## config.mk

```make
export PLATFORM = sky130hd
export DESIGN_NAME = dimension_string_to_points
export DESIGN_NICKNAME = d
export VERILOG_FILES = /design/src/rtl/dstp_pkg.sv /design/src/rtl/dstp_scan.sv /design/src/rtl/dstp_arith.sv /design/src/rtl/dimension_string_to_points.sv
export SDC_FILE = /design/constraint.sdc
export NUM_CORES = 1
export LEC_CHECK = 0
export BUFFER_PORTS_ARGS = -buffer_cell sky130_fd_sc_hd__buf_2
export CAP_MARGIN = 40
export CORE_AREA = 2 2 206 208
export CTS_CLUSTER_DIAMETER = 30
export DETAILED_ROUTE_END_ITERATION = 6
export DIE_AREA = 0 0 208 210
export HOLD_SLACK_MARGIN = 0.08
export PLACE_DENSITY_LB_ADDON = 0.1
export SKIP_LAST_GASP = 1
export SLEW_MARGIN = 20
export SYNTH_ARGS = -nofsm -noshare
export SYNTH_HDL_FRONTEND = slang
export SYNTH_SLANG_ARGS = --single-unit
```

## constraint.sdc

```tcl
create_clock -name clk -period 6.8 [get_ports clk]
set_clock_uncertainty 0.15 [all_clocks]
set_input_delay 0.68 -clock clk [delete_from_list [all_inputs] [get_ports clk]]
set_output_delay 0.68 -clock clk [all_outputs]
set_load 0.03 [all_outputs]
```

## src/rtl/dstp_pkg.sv

```systemverilog
package dstp_pkg;

  localparam int FRAC_DIGITS_DEF = 4;
  localparam int INT_BITS_DEF    = 16;

  // Width of the fraction digit counter, enough for the largest digit limit.
  localparam int FCNT_W = 3;

  // Width of the scale operand (font size and the unit divisors).
  localparam int MULW = 16;

  localparam logic [15:0] FONT_RESET = 16'd2560;

  localparam logic [7:0] CH_ZERO  = 8'h30;
  localparam logic [7:0] CH_NINE  = 8'h39;
  localparam logic [7:0] CH_PLUS  = 8'h2B;
  localparam logic [7:0] CH_MINUS = 8'h2D;
  localparam logic [7:0] CH_DOT   = 8'h2E;

  localparam logic [15:0] UNIT_STR_PT = "pt";
  localparam logic [15:0] UNIT_STR_CM = "cm";
  localparam logic [15:0] UNIT_STR_MM = "mm";
  localparam logic [15:0] UNIT_STR_IN = "in";
  localparam logic [15:0] UNIT_STR_EM = "em";
  localparam logic [15:0] UNIT_STR_EX = "ex";
  localparam logic [15:0] UNIT_STR_MU = "mu";

  typedef enum logic [2:0] {
    UNIT_NONE = 3'd0,
    UNIT_PT   = 3'd1,
    UNIT_CM   = 3'd2,
    UNIT_MM   = 3'd3,
    UNIT_IN   = 3'd4,
    UNIT_EM   = 3'd5,
    UNIT_EX   = 3'd6,
    UNIT_MU   = 3'd7
  } unit_e;

  typedef enum logic [2:0] {
    STS_OK         = 3'd0,
    STS_EMPTY      = 3'd1,
    STS_SIGN_ONLY  = 3'd2,
    STS_BAD_NUMBER = 3'd3,
    STS_BAD_UNIT   = 3'd4
  } status_e;

  typedef enum logic [1:0] {
    PH_START  = 2'd0,
    PH_SIGNED = 2'd1,
    PH_NUMBER = 2'd2,
    PH_UNIT   = 2'd3
  } phase_e;

  typedef enum logic [2:0] {
    ST_SCAN      = 3'd0,
    ST_FRAC_GO   = 3'd1,
    ST_FRAC_WAIT = 3'd2,
    ST_MUL_GO    = 3'd3,
    ST_MUL_WAIT  = 3'd4,
    ST_DIV_GO    = 3'd5,
    ST_DIV_WAIT  = 3'd6,
    ST_RESULT    = 3'd7
  } fsm_e;

  typedef enum logic {
    OP_MUL = 1'b0,
    OP_DIV = 1'b1
  } arith_op_e;

  typedef struct packed {
    logic      start;
    arith_op_e op;
  } arith_cmd_t;

  typedef struct packed {
    logic busy;
    logic done;
  } arith_sts_t;

  typedef struct packed {
    phase_e phase;
    logic   negative;
    logic   seen_digit;
    logic   unit_bad;
    unit_e  unit_code;
  } scan_flags_t;

  function automatic logic [31:0] pow10_f(input logic [FCNT_W-1:0] n);
    logic [31:0] r;
    r = 32'd1;
    for (int i = 0; i < 7; i++) begin
      if (i < int'(n)) begin
        r = r * 32'd10;
      end
    end
    return r;
  endfunction

  function automatic unit_e unit_decode(input logic [7:0] c0, input logic [7:0] c1);
    case ({c0, c1})
      UNIT_STR_PT: return UNIT_PT;
      UNIT_STR_CM: return UNIT_CM;
      UNIT_STR_MM: return UNIT_MM;
      UNIT_STR_IN: return UNIT_IN;
      UNIT_STR_EM: return UNIT_EM;
      UNIT_STR_EX: return UNIT_EX;
      UNIT_STR_MU: return UNIT_MU;
      default:     return UNIT_NONE;
    endcase
  endfunction

  function automatic logic [MULW-1:0] unit_mul_f(input unit_e u, input logic [15:0] font);
    case (u)
      UNIT_CM: return 16'd3600;
      UNIT_MM: return 16'd360;
      UNIT_IN: return 16'd72;
      UNIT_EM: return font;
      UNIT_EX: return font;
      UNIT_MU: return font;
      default: return 16'd1;
    endcase
  endfunction

  function automatic logic [MULW-1:0] unit_div_f(input unit_e u);
    case (u)
      UNIT_CM: return 16'd127;
      UNIT_MM: return 16'd127;
      UNIT_EM: return 16'd256;
      UNIT_EX: return 16'd512;
      UNIT_MU: return 16'd4608;
      default: return 16'd1;
    endcase
  endfunction

endpackage

```

## src/rtl/dstp_scan.sv

```systemverilog
module dstp_scan #(
  parameter int FRAC_DIGITS = 4,
  parameter int INT_BITS    = 16,
  localparam int IW = INT_BITS + 1,
  localparam int FW = $clog2(10**FRAC_DIGITS)
) (
  input  logic                           clk,
  input  logic                           rst,
  input  logic                           take,
  input  logic                           clear,
  input  logic [7:0]                     ch,
  output dstp_pkg::scan_flags_t          flags,
  output logic [IW-1:0]                  int_accum,
  output logic [FW-1:0]                  frac_accum,
  output logic [dstp_pkg::FCNT_W-1:0]    frac_count
);
  import dstp_pkg::*;

  localparam logic [IW+3:0] INT_MAX = (IW+4)'((64'd1 << INT_BITS) - 64'd1);

  phase_e              phase, phase_next;
  logic                negative, negative_next;
  logic                seen_dot, seen_dot_next;
  logic                seen_digit, seen_digit_next;
  logic [IW-1:0]       int_accum_next;
  logic [FW-1:0]       frac_accum_next;
  logic [FCNT_W-1:0]   frac_count_next;
  logic [7:0]          unit_c0, unit_c0_next;
  logic [7:0]          unit_c1, unit_c1_next;
  logic [1:0]          unit_len, unit_len_next;

  logic                is_digit, is_sign, is_minus, is_dot;
  logic [3:0]          digit;
  logic [IW+3:0]       int_mul;
  logic [FW+3:0]       frac_mul;
  logic                num_char, unit_char;

  assign is_digit = (ch >= CH_ZERO) && (ch <= CH_NINE);
  assign is_minus = (ch == CH_MINUS);
  assign is_sign  = is_minus || (ch == CH_PLUS);
  assign is_dot   = (ch == CH_DOT);
  assign digit    = 4'(ch - CH_ZERO);

  // Multiply by ten as two shifts and an add.
  assign int_mul  = {int_accum, 3'b000} + {2'b00, int_accum, 1'b0} + (IW+4)'(digit);
  assign frac_mul = {frac_accum, 3'b000} + {2'b00, frac_accum, 1'b0} + (FW+4)'(digit);

  always_comb begin
    phase_next      = phase;
    negative_next   = negative;
    seen_dot_next   = seen_dot;
    seen_digit_next = seen_digit;
    int_accum_next  = int_accum;
    frac_accum_next = frac_accum;
    frac_count_next = frac_count;
    unit_c0_next    = unit_c0;
    unit_c1_next    = unit_c1;
    unit_len_next   = unit_len;
    num_char        = 1'b0;
    unit_char       = 1'b0;
    if (clear) begin
      phase_next      = PH_START;
      negative_next   = 1'b0;
      seen_dot_next   = 1'b0;
      seen_digit_next = 1'b0;
      int_accum_next  = '0;
      frac_accum_next = '0;
      frac_count_next = '0;
      unit_c0_next    = '0;
      unit_c1_next    = '0;
      unit_len_next   = '0;
    end else if (take) begin
      case (phase)
        PH_START: begin
          if (is_sign) begin
            negative_next = is_minus;
            phase_next    = PH_SIGNED;
          end else begin
            num_char = 1'b1;
          end
        end
        PH_SIGNED: begin
          if (is_sign) begin
            if (is_minus) begin
              negative_next = ~negative;
            end
            phase_next = PH_NUMBER;
          end else begin
            num_char = 1'b1;
          end
        end
        PH_NUMBER: num_char = 1'b1;
        default:   unit_char = 1'b1;
      endcase

      if (num_char) begin
        if (is_digit) begin
          seen_digit_next = 1'b1;
          phase_next      = PH_NUMBER;
          if (!seen_dot) begin
            // Once the integer part has saturated it stays there.
            if (!int_accum[INT_BITS]) begin
              if (int_mul > INT_MAX) begin
                int_accum_next = IW'(INT_MAX + 1'b1);
              end else begin
                int_accum_next = int_mul[IW-1:0];
              end
            end
          end else if (frac_count < FCNT_W'(FRAC_DIGITS)) begin
            frac_accum_next = frac_mul[FW-1:0];
            frac_count_next = frac_count + 1'b1;
          end
        end else if (is_dot && !seen_dot) begin
          seen_dot_next = 1'b1;
          phase_next    = PH_NUMBER;
        end else begin
          unit_char = 1'b1;
        end
      end

      if (unit_char) begin
        phase_next = PH_UNIT;
        if (unit_len == 2'd0) begin
          unit_c0_next = ch;
        end
        if (unit_len == 2'd1) begin
          unit_c1_next = ch;
        end
        if (unit_len != 2'd3) begin
          unit_len_next = unit_len + 1'b1;
        end
      end
    end
  end

  always_ff @(posedge clk) begin
    if (rst) begin
      phase      <= PH_START;
      negative   <= 1'b0;
      seen_dot   <= 1'b0;
      seen_digit <= 1'b0;
      int_accum  <= '0;
      frac_accum <= '0;
      frac_count <= '0;
      unit_c0    <= '0;
      unit_c1    <= '0;
      unit_len   <= '0;
    end else begin
      phase      <= phase_next;
      negative   <= negative_next;
      seen_dot   <= seen_dot_next;
      seen_digit <= seen_digit_next;
      int_accum  <= int_accum_next;
      frac_accum <= frac_accum_next;
      frac_count <= frac_count_next;
      unit_c0    <= unit_c0_next;
      unit_c1    <= unit_c1_next;
      unit_len   <= unit_len_next;
    end
  end

  always_comb begin
    flags.phase      = phase;
    flags.negative   = negative;
    flags.seen_digit = seen_digit;
    flags.unit_code  = (unit_len == 2'd2) ? unit_decode(unit_c0, unit_c1) : UNIT_NONE;
    flags.unit_bad   = (unit_len == 2'd1) || (unit_len == 2'd3) ||
                       ((unit_len == 2'd2) && (flags.unit_code == UNIT_NONE));
  end

endmodule

```

## src/rtl/dstp_arith.sv

```systemverilog
module dstp_arith #(
  parameter int DW = 48,
  parameter int BW = 16,
  parameter int MW = 16
) (
  input  logic                   clk,
  input  logic                   rst,
  input  dstp_pkg::arith_cmd_t   cmd,
  input  logic [DW-1:0]          a,
  input  logic [BW-1:0]          b,
  input  logic [DW-1:0]          bias,
  output dstp_pkg::arith_sts_t   sts,
  output logic [DW-1:0]          res
);
  import dstp_pkg::*;

  localparam int CNTW = $clog2(DW + 1);

  arith_op_e       op;
  logic            busy;
  logic            done;
  logic [CNTW-1:0] cnt;
  logic [DW-1:0]   acc;
  logic [DW-1:0]   sh;
  logic [BW-1:0]   opb;

  logic [BW:0]     trial;
  logic [DW-1:0]   add_x, add_y;
  logic            add_cin;
  logic [DW:0]     sum;
  logic            last_step;

  // One adder serves both operations: shift-and-add for multiply, and a
  // restoring trial subtract for divide (carry out means no borrow).
  assign trial = {acc[BW-1:0], sh[DW-1]};

  always_comb begin
    if (op == OP_MUL) begin
      add_x   = acc;
      add_y   = opb[0] ? sh : '0;
      add_cin = 1'b0;
    end else begin
      add_x   = {{(DW-BW-1){1'b0}}, trial};
      add_y   = ~{{(DW-BW){1'b0}}, opb};
      add_cin = 1'b1;
    end
  end

  assign sum = {1'b0, add_x} + {1'b0, add_y} + (DW+1)'(add_cin);

  assign last_step = (op == OP_MUL) ? (cnt == CNTW'(MW - 1)) : (cnt == CNTW'(DW - 1));

  always_ff @(posedge clk) begin
    if (rst) begin
      busy <= 1'b0;
      done <= 1'b0;
      cnt  <= '0;
      op   <= OP_MUL;
    end else begin
      done <= 1'b0;
      if (cmd.start) begin
        busy <= 1'b1;
        cnt  <= '0;
        op   <= cmd.op;
      end else if (busy) begin
        cnt <= cnt + 1'b1;
        if (last_step) begin
          busy <= 1'b0;
          done <= 1'b1;
        end
      end
    end
  end

  always_ff @(posedge clk) begin
    if (cmd.start) begin
      acc <= (cmd.op == OP_MUL) ? bias : '0;
      sh  <= a;
      opb <= b;
    end else if (busy) begin
      if (op == OP_MUL) begin
        acc <= sum[DW-1:0];
        sh  <= {sh[DW-2:0], 1'b0};
        opb <= {1'b0, opb[BW-1:1]};
      end else begin
        acc <= sum[DW] ? sum[DW-1:0] : {{(DW-BW-1){1'b0}}, trial};
        sh  <= {sh[DW-2:0], sum[DW]};
      end
    end
  end

  assign sts.busy = busy;
  assign sts.done = done;
  assign res      = (op == OP_MUL) ? acc : sh;

endmodule

```

## src/rtl/dimension_string_to_points.sv

```systemverilog
// Length-string parser: turns a string such as "-12.5pt" into points, Q.16.
//
// Input channel (item_valid / item_stall): one transaction per character,
// carrying ch, has_char and last. A transaction with has_char low carries no
// character; with last high it ends the string, after its own character is
// taken. Other characters are taken one per cycle while item_stall is low.
// Result channel (result_valid / result_stall): one transaction per string,
// carrying value_q16, unit_code and status. Error results carry zero value.
// Configuration: cfg_write_en writes cfg_write_data into the font size
// (unsigned Q8.8) used by em, ex and mu. Reset value is 10 pt.
// Finishing: after the last transaction of a string is taken, one shared
// shift-add / restoring-divide unit working one bit per cycle runs a
// fraction divide (DW steps), a unit multiply (16 steps) and a unit divide
// (DW steps), DW being the larger of INT_BITS + 32 and FW + 16. A string
// that ends in error before any arithmetic skips them. item_stall is high
// from then until the result is loaded into the output register.
// The result waits in an output register while result_stall is high; the
// next string may be fed meanwhile, and its result waits until the register
// is free. Reset (rst, synchronous) empties the block and drops any result.
module dimension_string_to_points #(
  parameter int FRAC_DIGITS = dstp_pkg::FRAC_DIGITS_DEF,
  parameter int INT_BITS    = dstp_pkg::INT_BITS_DEF
) (
  input  logic               clk,
  input  logic               rst,
  input  logic               cfg_write_en,
  input  logic [15:0]        cfg_write_data,
  input  logic               item_valid,
  output logic               item_stall,
  input  logic [7:0]         ch,
  input  logic               has_char,
  input  logic               last,
  output logic               result_valid,
  input  logic               result_stall,
  output logic signed [39:0] value_q16,
  output logic [2:0]         unit_code,
  output logic [2:0]         status
);
  import dstp_pkg::*;

  localparam int IW  = INT_BITS + 1;
  localparam int FW  = $clog2(10**FRAC_DIGITS);
  localparam int PTW = $clog2(10**FRAC_DIGITS + 1);
  localparam int BW  = (PTW > MULW) ? PTW : MULW;
  localparam int NW  = INT_BITS + 17;
  localparam int DW  = ((INT_BITS + 32) > (FW + 16)) ? (INT_BITS + 32) : (FW + 16);

  fsm_e              state, state_next;
  logic [15:0]       font_size_q8;

  scan_flags_t       flags;
  logic [IW-1:0]     int_accum;
  logic [FW-1:0]     frac_accum;
  logic [FCNT_W-1:0] frac_count;

  arith_cmd_t        cmd;
  arith_sts_t        sts;
  logic [DW-1:0]     op_a, op_bias, res;
  logic [BW-1:0]     op_b;

  logic [31:0]       pow10_full;
  logic [PTW-1:0]    pow10;
  logic [FW+15:0]    frac_dividend;
  logic [MULW-1:0]   unit_mul, unit_div;

  status_e           pre_status;
  status_e           status_q;
  logic [NW-1:0]     num;
  logic [38:0]       mag;

  logic              take, finish, load_out;

  assign item_stall = (state != ST_SCAN);
  assign take       = item_valid && !item_stall && has_char;
  assign finish     = item_valid && !item_stall && last;
  assign load_out   = (state == ST_RESULT) && (!result_valid || !result_stall);

  always_ff @(posedge clk) begin
    if (rst) begin
      font_size_q8 <= FONT_RESET;
    end else if (cfg_write_en) begin
      font_size_q8 <= cfg_write_data;
    end
  end

  dstp_scan #(
    .FRAC_DIGITS(FRAC_DIGITS),
    .INT_BITS   (INT_BITS)
  ) u_scan (
    .clk       (clk),
    .rst       (rst),
    .take      (take),
    .clear     (load_out),
    .ch        (ch),
    .flags     (flags),
    .int_accum (int_accum),
    .frac_accum(frac_accum),
    .frac_count(frac_count)
  );

  dstp_arith #(
    .DW(DW),
    .BW(BW),
    .MW(MULW)
  ) u_arith (
    .clk (clk),
    .rst (rst),
    .cmd (cmd),
    .a   (op_a),
    .b   (op_b),
    .bias(op_bias),
    .sts (sts),
    .res (res)
  );

  // Fraction term: frac_accum * 65536 / 10^frac_count, rounded half up.
  assign pow10_full    = pow10_f(frac_count);
  assign pow10         = pow10_full[PTW-1:0];
  assign frac_dividend = {frac_accum, 16'h0000} + (FW+16)'(pow10 >> 1);

  assign unit_mul = unit_mul_f(flags.unit_code, font_size_q8);
  assign unit_div = unit_div_f(flags.unit_code);

  // Status known from the parse alone; bad number outranks a bad unit.
  always_comb begin
    if (flags.phase == PH_START) begin
      pre_status = STS_EMPTY;
    end else if (flags.phase == PH_SIGNED) begin
      pre_status = STS_SIGN_ONLY;
    end else if (!flags.seen_digit || int_accum[INT_BITS]) begin
      pre_status = STS_BAD_NUMBER;
    end else if (flags.unit_bad) begin
      pre_status = STS_BAD_UNIT;
    end else begin
      pre_status = STS_OK;
    end
  end

  always_ff @(posedge clk) begin
    if (rst) begin
      state <= ST_SCAN;
    end else begin
      state <= state_next;
    end
  end

  always_comb begin
    state_next = state;
    cmd.start  = 1'b0;
    cmd.op     = OP_MUL;
    op_a       = '0;
    op_b       = '0;
    op_bias    = '0;
    case (state)
      ST_SCAN: begin
        if (finish) begin
          state_next = ST_FRAC_GO;
        end
      end
      ST_FRAC_GO: begin
        if (pre_status != STS_OK) begin
          state_next = ST_RESULT;
        end else begin
          cmd.start  = 1'b1;
          cmd.op     = OP_DIV;
          op_a       = DW'(frac_dividend);
          op_b       = BW'(pow10);
          state_next = ST_FRAC_WAIT;
        end
      end
      ST_FRAC_WAIT: begin
        if (sts.done) begin
          state_next = ST_MUL_GO;
        end
      end
      ST_MUL_GO: begin
        // The rounding half of the unit divisor rides in as the start value.
        cmd.start  = 1'b1;
        cmd.op     = OP_MUL;
        op_a       = DW'(num);
        op_b       = BW'(unit_mul);
        op_bias    = DW'(unit_div >> 1);
        state_next = ST_MUL_WAIT;
      end
      ST_MUL_WAIT: begin
        if (sts.done) begin
          state_next = ST_DIV_GO;
        end
      end
      ST_DIV_GO: begin
        cmd.start  = 1'b1;
        cmd.op     = OP_DIV;
        op_a       = res;
        op_b       = BW'(unit_div);
        state_next = ST_DIV_WAIT;
      end
      ST_DIV_WAIT: begin
        if (sts.done) begin
          state_next = ST_RESULT;
        end
      end
      ST_RESULT: begin
        if (load_out) begin
          state_next = ST_SCAN;
        end
      end
      default: state_next = ST_SCAN;
    endcase
  end

  always_ff @(posedge clk) begin
    if ((state == ST_FRAC_WAIT) && sts.done) begin
      num <= {int_accum[INT_BITS-1:0], 16'h0000} + NW'(res[16:0]);
    end
  end

  always_ff @(posedge clk) begin
    if (rst) begin
      status_q <= STS_OK;
      mag      <= '0;
    end else if (state == ST_FRAC_GO) begin
      status_q <= pre_status;
      mag      <= '0;
    end else if ((state == ST_DIV_WAIT) && sts.done) begin
      // A magnitude that does not fit the 40-bit signed result is a bad number.
      if (|res[DW-1:39]) begin
        status_q <= STS_BAD_NUMBER;
        mag      <= '0;
      end else begin
        mag <= res[38:0];
      end
    end
  end

  always_ff @(posedge clk) begin
    if (rst) begin
      result_valid <= 1'b0;
    end else if (load_out) begin
      result_valid <= 1'b1;
    end else if (!result_stall) begin
      result_valid <= 1'b0;
    end
  end

  always_ff @(posedge clk) begin
    if (load_out) begin
      value_q16 <= flags.negative ? -$signed({1'b0, mag}) : $signed({1'b0, mag});
      unit_code <= (status_q == STS_OK) ? flags.unit_code : UNIT_NONE;
      status    <= status_q;
    end
  end

endmodule

```

==> results of run 1 <==
-- state kept, by name, summed over array words and instances, names as in the netlist, 2 cells and up --
| register | cells |
|---|---|
| font_size_q8 | 16 |
| mag | 39 |
| num | 33 |
| state | 3 |
| status | 3 |
| status_q | 3 |
| u_arith.acc | 48 |
| u_arith.cnt | 6 |
| u_arith.opb | 16 |
| u_arith.sh | 48 |
| u_scan.frac_accum | 14 |
| u_scan.frac_count | 3 |
| u_scan.int_accum | 17 |
| u_scan.phase | 2 |
| u_scan.unit_c0 | 8 |
| u_scan.unit_c1 | 8 |
| u_scan.unit_len | 2 |
| unit_code | 3 |
| value_q16 | 40 |
-- per-stage QoR --
| stage | total power [mW] | instances |
|---|---|---|
| 3_3_place_gp | 2.86 | 2787 |
| 4_1_cts | 6.88 | 2939 |
| 2_1_floorplan | 2.70 | 2254 |
| 3_5_place_dp | 2.87 | 2790 |
| 6_report | 6.83 | 2940 |
| 5_1_grt | 7.09 | 2940 |
-- layout by cell type, fill, tap and decap left out, types with 12 or more instances in the layout --
| master | Yosys | routed |
|---|---|---|
| clkbuf_16 | 0 | 86 |
| a21oi_1 | 143 | 142 |
| or3_1 | 12 | 12 |
| and2_1 | 18 | 18 |
| nor3_1 | 35 | 34 |
| nand3_1 | 57 | 56 |
| o21ai_0 | 128 | 127 |
| nand2_1 | 309 | 308 |
| a21o_1 | 30 | 30 |
| a221o_1 | 23 | 23 |
| a22o_1 | 18 | 18 |
| mux2i_1 | 58 | 58 |
| inv_1 | 65 | 64 |
| nand4_1 | 24 | 24 |
| nor4_1 | 13 | 13 |
| a31oi_1 | 14 | 14 |
| ha_1 | 168 | 168 |
| and3_1 | 20 | 20 |
| dfxtp_1 | 128 | 127 |
| nand2b_1 | 21 | 21 |
| buf_4 | 0 | 27 |
| o21bai_1 | 17 | 17 |
| edfxtp_1 | 191 | 191 |
| xnor2_1 | 100 | 100 |
| xor2_1 | 40 | 40 |
| nor2_1 | 220 | 220 |
| o31ai_1 | 18 | 18 |
| buf_2 | 4 | 78 |
| a211oi_1 | 41 | 41 |
| nor2b_1 | 51 | 51 |
-- how the worst min path moves through the flow --
stage	endpoint	slack, ps
after floorplan	status[1]$_DFFE_PP_	280
after global placement	u_scan.seen_digit$_SDFFE_PP0P_	300
after detailed placement	status[1]$_DFFE_PP_	310
after CTS	font_size_q8[9]$_SDFFE_PP1P_	130
after global routing	font_size_q8[11]$_SDFFE_PP1P_	140
final	font_size_q8[9]$_SDFFE_PP1P_	160
-- critical path, cell delays in order (launching register included) --
cell and delay (ps):
dfxtp_1 440, buf_4 260, nor2_1 290, inv_1 240, ha_1 360, inv_1 60, a21oi_1 260, ha_1 290
ha_1 300, o21ai_0 190, o21bai_1 140, xor2_1 170, nand2_1 80, o21ai_0 120, ha_1 330, ha_1 360
a21o_1 190, a31oi_1 190, xnor2_1 90, o311ai_0 660, o2111ai_1 200
-- final cells by class --
class                   instances  share of cell area, %
clock buffers                 108                   9.59
multi-input cells            1760                   47.8
repair buffers                108                   2.67
clock inverters                41                   2.19
flip-flops and latches        319                   33.9
well taps                     539                   2.76
inverters                      65                  0.998
-- power groups by stage --
stage	clock (mW)	sequential [mW]	combinational (mW)
floorplan	0	2.21	0.487
global placement	0	2.23	0.626
detailed placement	0	2.23	0.642
CTS	4.04	2.20	0.647
global route	4.16	2.20	0.727
finish	3.99	2.20	0.649
-- kinds of logic (layout without fill, tap and decap cells) --
family,Yosys count,after routing
other,1,5
AND/OR/NAND/NOR,831,831
buffers and inverters,175,322
multiplexers,66,66
adder cells (fa/ha/maj),177,177
AO/OA/AOI/OAI,541,541
flip-flops,319,319
XOR/XNOR,140,140
-- metal layers --
metal	wire (um)	share of wire, %	GRT usage [%]	up-vias
li1	-	-	-	8409
met1	24500	44	33.1	8385
met4	1930	3.5	10.9	0
met2	26300	47	41.9	457
met5	0	0	0	-
met3	3070	5.5	5.18	115
==> results.cfg, run 1 <==
[power_and_ir_drop]
pwr-share-seq_pct = 32.2
switchingPower_mw = 1.65
leakage_nw = 10.4
pwr_density_cell_nw_per_um2 = 279
p_comb_share_pct = 9.5
switching_share_pct = 24.1
clkPwrFrac_pct = 58.3
internal_power_mw = 5.19
ir_worst_vdd_mv = 0.200

[timing]
period_minus_slack_ps = 5670
tns_ps = 0
fin_hold_ws_ps = 157
finalHoldViolations = 0
slew_headroom_pct = 43.1
fmax_ghz = 0.176
fin_crit_sh_pct = 83.4
setup_ws_ps = 1130
tightestPinTransition_ps = 853
slew_violations = 0
setup_viol = 0
rsz0062_at_grt = false

[grt]
antenna_found_initial = 0
first_global_vias = 17000
grt_max_degree = 69
grt_use_total_pct = 25.6
grt-ovfl-total = 0
grt_pass1_wl_mm = 90.3

[synthesis]
syn_area_sq_um = 20600
synth.area.top_cells = edfxtp_1 28%, dfxtp_1 12%, ha_1 10%
ys.flop_type = edfxtp_1
ys_types = 80
synth_area_leader_cell = edfxtp_1
async_flop_share_pct = 0
synth-edff-count = 191
yosys_warnings = 0
synth-simple-area-share_pct = 18.9
synth_xor_area_share_pct = 5.95
seq_area_frac_synth_pct = 40.3
netlist_top_cells_count = 309 x nand2_1, 220 x nor2_1, 191 x edfxtp_1, 168 x ha_1, 143 x a21oi_1
synthCells = 2250
synth_top_family_by_area = simple AND/OR/NAND/NOR gates
synthAdderAreaFrac_pct = 11.1
synth_top_cell_area_share_pct = 27.9
yosysMostFrequentCell = nand2_1
synth_seq_cells = 319
avgSynthCellArea_sq_um = 9.15
synth_compound_area_share_pct = 17.3
synth_mux_area_share_pct = 3.26

[worst_setup_path]
r2r_slack_ps = 1130
crit_start = u_scan.frac_count[1]$_SDFFE_PP0P_
crit_path_max_fanout = 14
r2r_cells = 20
worstPathArrival_ps = 5810
cp-end-kind = register
worst_r2r_endpoint = u_arith.opb[12]$_DFFE_PP_
start_kind = register
required_ps = 6940
reg2reg_from = u_scan.frac_count[1]$_SDFFE_PP0P_
crit_path_end = u_arith.opb[12]$_DFFE_PP_
crit_type = register to register

[final_layout]
utilization_pct = 59.0
drive_above_1_share_pct = 11.7
syn_to_final_growth_pct = 18.8
antennaDiodeCount = 0
multiInputGateArea_sq_um = 11700
finalNetCount = 2542
finish.instance_area_sq_um = 24500
fillers = 3648
seq_area_sq_um = 8300

[detailed_routing]
routed_wl_mm = 55.8
num_vias = 17400
first_pass_iters = 5
remaining_drc_errors = 0
wl_per_cell_um = 19.0
avgViaCountPerCell = 5.91
drt-initial-drc-count = 1268
ant_nets = 0

[clock_network]
cts.clk_slew.worst_paths_ps = 40
cts_buffers = 80
clock_latency_ps = 600
clkSinkCount = 319
postCtsResizedCells = 0
ctsHoldBuffers = 0
htree_levels = 3
cts_buffer_depth = 3
cts-root-buf = clkbuf_16
cts_setup_buffers = 0
cts_tree = done

[placement]
pre_cts_ws_ps = 1180
hpwl_mm = 40.1
routabilityCongestion = 0.892
io_buffers = 78
placed_area_sq_um = 21600

[hold_path]
hold_path.class = primary input to register
hold_path_depth = 2
hold_start = cfg_write_data[9]

[floorplan]
die_w_um = 208
coreArea_sq_um = 41500
fp.dieArea_sq_um = 43700
initial_utilization_pct = 49.6
std_cell_rows = 75
ios = 79
die_h_um = 210

[status]
status = finished, final reports clean

[flow_run]
cap_violations = 0
Power figures use the tool's default switching activity.
==> run 2, diff against run 1 <==
- clock period: 6.8 -> 4.5 ns (I/O delays scaled with it)
==> run 2 against run 1 <==
Net effect: the run now ends with setup timing left; sequential cell count unchanged; critical path depth is 5 higher; register-to-register slack worse by 1300 ps; maximum frequency grew 22%; die area unchanged; clock power rose by 45%; worst setup slack worse by 1300 ps; core utilization rose by 3.1 points; via count is 1.9% higher; global-route usage is 0.55 points higher; worst hold slack worse by 40 ps.
==> results.cfg, run 2 (synthesis gave the netlist of run 1 again) <==
[status]
status = complete, but fails checks
violations = setup timing

[clock_network]
cts-root-buf = clkbuf_16
htree_levels = 3
clock_latency_ps = 610
clkSinkCount = 319
cts_buffer_depth = 3
cts.clk_slew.worst_paths_ps = 40
cts_buffers = 78
cts_tree = done

[detailed_routing]
top_layer = met4
met2WireLength_mm = 26.9
drt-initial-drc-count = 1324
ant_nets = 0
first_pass_iters = 6
num_vias = 17700
m1WireLength_mm = 25.4
routed_wl_mm = 57.4
wl_met3_mm = 3.27
remaining_drc_errors = 0
wl_per_cell_um = 18.8
avgViaCountPerCell = 5.79

[flow_run]
cap_violations = 0

[placement]
placed_area_sq_um = 22500
io_buffers = 78
routabilityCongestion = 0.876
hpwl_mm = 41.8

[final_layout]
seq_area_sq_um = 8310
final_common_cell = nand2_1
finalNetCount = 2661
layout_common_cells = 307 x nand2_1, 218 x nor2_1, 191 x edfxtp_1
fillers = 3568
reg_top3 = u_arith.acc: 48 flops, u_arith.sh: 48 flops, value_q16: 40 flops
drive_above_1_share_pct = 17.3
syn_to_final_growth_pct = 25.0
finish.instance_area_sq_um = 25700
multiInputGateArea_sq_um = 12100
antennaDiodeCount = 0

[timing]
rsz0062_at_grt = true
setup_ws_ps = -161
tightestPinTransition_ps = 834
fmax_ghz = 0.215
fin_crit_sh_pct = 104
finalHoldViolations = 0
slew_headroom_pct = 44.4
slew_violations = 0
setup_viol = 2
period_minus_slack_ps = 4660

[grt]
grt_pass1_wl_mm = 91.8
grt-ovfl-total = 0
antenna_found_initial = 0
first_global_vias = 17200
grt_use_total_pct = 26.2
grt_max_degree = 69

[worst_setup_path]
crit_type = register to register
cp-end-kind = register
crit_path_max_fanout = 4
worstPathArrival_ps = 4840
start_kind = register
required_ps = 4680

[floorplan]
fp.dieArea_sq_um = 43700
die_h_um = 210
initial_utilization_pct = 49.6
ios = 79
die_w_um = 208
std_cell_rows = 75
coreArea_sq_um = 41500

[power_and_ir_drop]
pwr_density_cell_nw_per_um2 = 393
power_mw = 10.1
ir_worst_vdd_mv = 0.277
leakage_nw = 11.3

[hold_path]
hold_path.class = primary input to register
==> run 2: changes by cell type in the layout (fill, tap and decap cells not counted), sizes merged <==
cell | previous run | this run
bufinv | 10 | 9
inv | 70 | 69
dlygate4sd3 | 0 | 22
clkbuf | 109 | 94
clkinv | 20 | 32
buf | 107 | 207
clkinvlp | 6 | 7
==> run 2: metrics by stage <==
stage / instances / TNS (ps) / util (%) / setup WS [ps] / hold WS [ps]
after floorplan: 2254 / -331 / - / -166 / 281
after global placement: 2874 / -281 / 54.2 / -135 / 302
after detailed placement: 2875 / -774 / 54.2 / -255 / 312
after CTS: 3048 / -255 / 61.7 / -136 / 93.1
after global routing: 3058 / -1590 / 62.1 / -431 / 101
final: 3058 / -301 / 62.1 / -161 / 117
==> run 2: repair_timing <==
action,4_1_cts,5_1_grt
hold buffers,22,0
setup buffers,5,11
endpoints found under the setup margin,6,52
endpoints found under the hold margin,28,0
pin swaps,23,15
resized for setup,14,21
==> run 2: cell type report <==
type / count / share of cell area, %
tap: 539 / 2.62
clock buffer: 94 / 8.33
multi-input combinational: 1760 / 46.9
sequential: 319 / 32.3
timing repair buffer: 229 / 6.58
clock inverter: 52 / 2.40
inverter: 65 / 0.948
==> run 2: path summary, 6_finish.rpt <==
check	startpoint	end	slack, ps	cells past startpoint
setup / recovery	u_scan.frac_count[2]$_SDFFE_PP0P_	u_arith.opb[13]$_DFFE_PP_	-160	25
setup reg to reg	u_scan.frac_count[2]$_SDFFE_PP0P_	u_arith.opb[13]$_DFFE_PP_	-160	25
hold reg to reg	u_scan.seen_digit$_SDFFE_PP0P_	u_scan.seen_digit$_SDFFE_PP0P_	330	2
hold / removal	ch[1]	u_scan.unit_c1[1]$_SDFFE_PP0P_	120	3
==> run 2: report_power, final <==
part | total, mW | internal [mW] | switching (mW)
logic | 1.05 | 0.428 | 0.620
registers | 3.32 | 3.24 | 0.0747
clock network | 5.77 | 3.93 | 1.84
total | 10.1 | 7.60 | 2.53
==> run 2: critical path, stage by stage, from the launching register on <==
cell and delay, ps:
dfxtp_2 330, buf_6 130, a21oi_4 170, buf_4 150
inv_2 30, ha_1 270, ha_1 310, a21o_1 200
xor2_1 140, nand2_1 80, inv_1 70, ha_4 280
ha_4 200, xnor2_2 140, a22o_1 240, buf_4 150
buf_4 120, nor2_1 150, a21oi_2 40, nor2_1 100
ha_1 220, nor2b_1 130, o311a_1 300, o311ai_2 70
buf_4 170, nand2_1 60
==> run 2: routing by layer <==
| layer | track usage (%) | vias up |
|---|---|---|
| met5 | 0.445 | - |
| met4 | 11.1 | 0 |
| met3 | 4.11 | 107 |
| met2 | 42.5 | 523 |
| met1 | 34.9 | 8417 |
| li1 | - | 8654 |
